--- src/rtl/core/dgw_ram.sv ---
// Generic single-write, single-read synchronous RAM with registered read data.
module dgw_ram #(
  parameter int Width = 8,
  parameter int Depth = 64
) (
  input  logic                     clk,
  input  logic                     we,
  input  logic [$clog2(Depth)-1:0] waddr,
  input  logic [Width-1:0]         wdata,
  input  logic [$clog2(Depth)-1:0] raddr,
  output logic [Width-1:0]         rdata
);
  logic [Width-1:0] mem [Depth];

  always_ff @(posedge clk) begin
    if (we) begin
      mem[waddr] <= wdata;
    end
    rdata <= mem[raddr];
  end
endmodule

--- config.mk ---
export PLATFORM = sky130hd
export DESIGN_NAME = dgw_ram
export DESIGN_NICKNAME = d
export VERILOG_FILES = /design/src/rtl/core/dgw_ram.sv
export SDC_FILE = /design/constraint.sdc
export NUM_CORES = 1
export LEC_CHECK = 0
export BUFFER_PORTS_ARGS = -buffer_cell sky130_fd_sc_hd__buf_4
export CAP_MARGIN = 20
export CORE_MARGIN = 10
export CORE_UTILIZATION = 62
export CTS_CLUSTER_SIZE = 12
export DETAILED_ROUTE_END_ITERATION = 16
export HOLD_SLACK_MARGIN = 0.03
export PLACE_DENSITY = 0.83
export RECOVER_POWER = 25
export SLEW_MARGIN = 20
export SYNTH_ARGS = -nofsm -noshare
export SYNTH_HDL_FRONTEND = slang
export SYNTH_SLANG_ARGS = --single-unit
--- constraint.sdc ---
create_clock -name clk -period 2.5 [get_ports clk]
set_clock_uncertainty 0.05 [all_clocks]
set_input_delay 0.125 -clock clk [delete_from_list [all_inputs] [get_ports clk]]
set_output_delay 0.125 -clock clk [all_outputs]
set_load 0.02 [all_outputs]
Word level (Yosys, flattened, before mapping) --
Memories as Yosys holds them, arrays and structs flattened. A register that Yosys moved wholly into a read port is not among the register bits. Cells that the tools add are included.
Cells by class: muxes and demuxes 2
Operators by type and width (number):
- $mux W1 | 2
Storage, ports and cells: logic and storage cells 3, bits in writable memories 512, input bits 22, output and inout bits 8, register bits after elaboration 0, memories 1
Memory list:
- mem | words 64, bits a word 8, rd ports 1, clocked after memory_dff 1, write ports 1, RTL line 13 | logic [Width-1:0] mem [Depth];

Depth between registers and ports, before layout --
depth after elaboration 2, gate-level depth with buffers 9, gate-level depth less buffers 5

Worst setup path after synthesis --
OpenSTA, ideal clock, no wires.
kind in2reg, start point in raddr[1], end point reg rdata[3], read port of mem, arrival time 1.665 ns, path slack 0.657 ns, cell stages on the path 7, path buffers 3, required time 2.322 ns, setup time 0.128 ns, cell sequence buf_4 > buf_2 > buf_2 > mux4_2 > mux4_2 > o21ai_1 > o41ai_1
RTL lines:
- start: declaration | RTL line 10 | input logic [$clog2(Depth)-1:0] raddr,
- end: declaration | RTL line 11 | output logic [Width-1:0] rdata

==> flow_metrics.tcl <==
set metrics [dict create \
    final.setup.tns_ns 0 \
    cts_inserted_buffers 51 \
    grt_overflow 0 \
    dp_slack_ns 0.0481 \
    synthFlopType "edfxtp_1" \
    crit_buf_inv 0 \
    syn_to_final_growth_pct 13.6 \
    r2r_start "mem[55][7]$_DFFE_PP_" \
    worstPathArrival_ns 2.63 \
    drtAntennaViolNets 0 \
    synth.net_count 962 \
    synth_area_per_cell_sq_um 21.5 \
    synth_common_cells "edfxtp_1, mux4_2, nor2_1, mux2i_1, nand2_1" \
    die_w_microns 200 \
    drive_gt1_share_pct 29.3 \
    cp_slowest_cell "o21ai_0" \
    clk_latency_ns 0.58 \
    crit_top_cell "mux4_2" \
    fin_crit_ns 2.26 \
    place_inst 1447 \
    grt_usage_pct 22.5 \
    path_delay_family "multiplexers" \
    crit_chain "mux4_2 > mux4_2 > o21ai_0 > nand2_1" \
    p_leak_nw 7.34 \
    rr_worst_depth 4 \
    vias_per_cell 6.71 \
    synth_seq_area_share_pct 77.0 \
    grt_pass1_wl_mm 68.1 \
    clock-root-buffer "clkbuf_16" \
    antenna_found_initial 0 \
    async_flop_share_pct 0 \
    cts.path.max_buffers 3 \
    io_pins 30 \
    syn_inst 940 \
    path_clk_slew_ns 0.06 \
    core_area_sq_mm 0.0318 \
    powerDensity_mw_per_mm2 773 \
    max_clock_freq_mhz 443 \
    firstDrtPassIters 5 \
    outcome "completed" \
    drt_iter0_drc 1496 \
    ir_drop_mv 0.615 \
    dp_hpwl_mm 26.4 \
    yosysMostFrequentCell "edfxtp_1" \
    critical_path_class "flop to flop" \
    netlist_area_sq_mm 0.0202 \
    yosys_warnings 0 \
    slowest_delay_ns 0.60 \
    die_area_sq_mm 0.0401 \
    hp-start "waddr[1]" \
    hold_violations 0 \
    portBuffers 29 \
    h-tree-depth 2 \
    worst_slack_ns 0.244 \
    slew_viol_final 0 \
    wire_per_inst_microns 29.7 \
    max_cap_viol_count 0 \
    critPathRequiredTime_ns 2.87 \
    antenna_cells 0 \
    maxSlewHeadroom_pct 1.12 \
    end_kind "flop" \
    chipHeight_microns 200 \
    ys_seq_elements 520 \
    grt_max_degree 65 \
    reg2reg_to "rdata[7]$_DFF_P_" \
    synth.largest_area_cell "edfxtp_1" \
    row_count 65 \
    whs_path_depth 3 \
    worst_pin_slew_ns 1.48 \
    initial_utilization_pct 63.4 \
    vias 10293 \
    hp-class "input pin to flop" \
    ys_top_cells_by_area "edfxtp_1, mux4_2, nor2_1, mux2i_1, dfxtp_1" \
    grt_pass1_vias 10458 \
    critPathLaunchType "flop" \
    ctsResizeCount 0 \
    post_cts_buffers 0 \
    synthDominantCellAreaShare_pct 76.2 \
    layout.cells.non_filler 1534 \
    synth_cell_types 40 \
    post-route-period-util_pct 90.2 \
    path_max_fanout 1 \
    min_to "mem[48][0]$_DFFE_PP_" \
    wl_mm 45.5 \
    synth-edff-count 512 \
    fin_nets 1088 \
    rsz0062_at_grt "false" \
    cts_tree "yes" \
    r2r_setup_slack_ns 0.24 \
    setup_viol 0 \
    drc 0 \
    cts_sinks 520 \
    place.gp.congestion 0.835 \
]
## worst max-delay path by stage
stage,endpoint,start,depth (start not counted)
2_1_floorplan,rdata[3]$_DFF_P_,raddr[1],7
3_3_place_gp,rdata[7]$_DFF_P_,raddr[0],6
3_5_place_dp,rdata[7]$_DFF_P_,raddr[0],6
4_1_cts,rdata[7]$_DFF_P_,mem[55][7]$_DFFE_PP_,4
5_1_grt,rdata[7]$_DFF_P_,mem[55][7]$_DFFE_PP_,4
6_report,rdata[7]$_DFF_P_,mem[55][7]$_DFFE_PP_,4
## what timing repair did
item | 4_1_cts | 5_1_grt
hold buffers | 1 | 0
setup endpoints to repair | 0 | 0
endpoints found under the hold margin | 7 | 0
## layout by cell type, fill, tap and decap left out, types with 14 or more instances in the layout
cell type | netlist | final
clkbuf_16 | 0 | 52
nor2b_1 | 14 | 14
edfxtp_1 | 512 | 512
mux2i_1 | 23 | 23
clkbuf_1 | 17 | 24
buf_4 | 13 | 107
nor2_1 | 83 | 83
nand2_1 | 19 | 19
mux4_2 | 126 | 126
## state kept, by name, summed over array words and instances (netlist names)
| signal | cells |
|---|---|
| mem | 512 |
| rdata | 8 |
## tightest hold or removal path, cell delays in order
cell and delay [ns]:
buf_4 0.15, nor3_1 0.08, buf_4 0.15
## cell type report
cell class,count,area (sq um)
multi-input combinational,369,4320
fill,1756,8890
timing repair buffer,124,1010
clock buffer,77,1410
clock inverter,9,105
sequential,520,15500
tap,435,544
## routing by layer
layer / share of wire (%) / routed length, microns / GRT usage, % / vias to the layer above
li1: - / - / - / 4173
met1: 37 / 16700 / 30.4 / 5330
met2: 50 / 22700 / 36.7 / 669
met3: 9.8 / 4480 / 4.01 / 121
met4: 3.6 / 1660 / 7.44 / 0
met5: 0 / 0 / 0 / -
## cell families after synthesis
| family | after synthesis | share of synthesized area (%) |
|---|---|---|
| flip-flops | 520 | 77.0 |
| AO/OA/AOI/OAI | 54 | 2.07 |
| multiplexers | 162 | 15.9 |
| buffers and inverters | 51 | 1.57 |
| AND/OR/NAND/NOR | 153 | 3.39 |
## metrics by stage
step | utilization (%) | total power [mW] | cell area, sq um | hold slack (ns)
after floorplan | - | 10.4 | 20200 | 0.174
after global placement | 67.3 | 10.8 | 21400 | 0.453
after detailed placement | 67.3 | 10.8 | 21400 | 0.481
after CTS | 72.1 | 17.8 | 22900 | 0.0353
after global routing | 72.1 | 18.2 | 22900 | 0.0604
final | 72.1 | 17.7 | 22900 | 0.0603
## report_power, final
| group | internal [mW] | switching, mW |
|---|---|---|
| clock | 4.05 | 3.02 |
| sequential | 9.66 | 0.0294 |
| combinational | 0.365 | 0.576 |
Note: power is estimated with default switching activity, not from simulation.
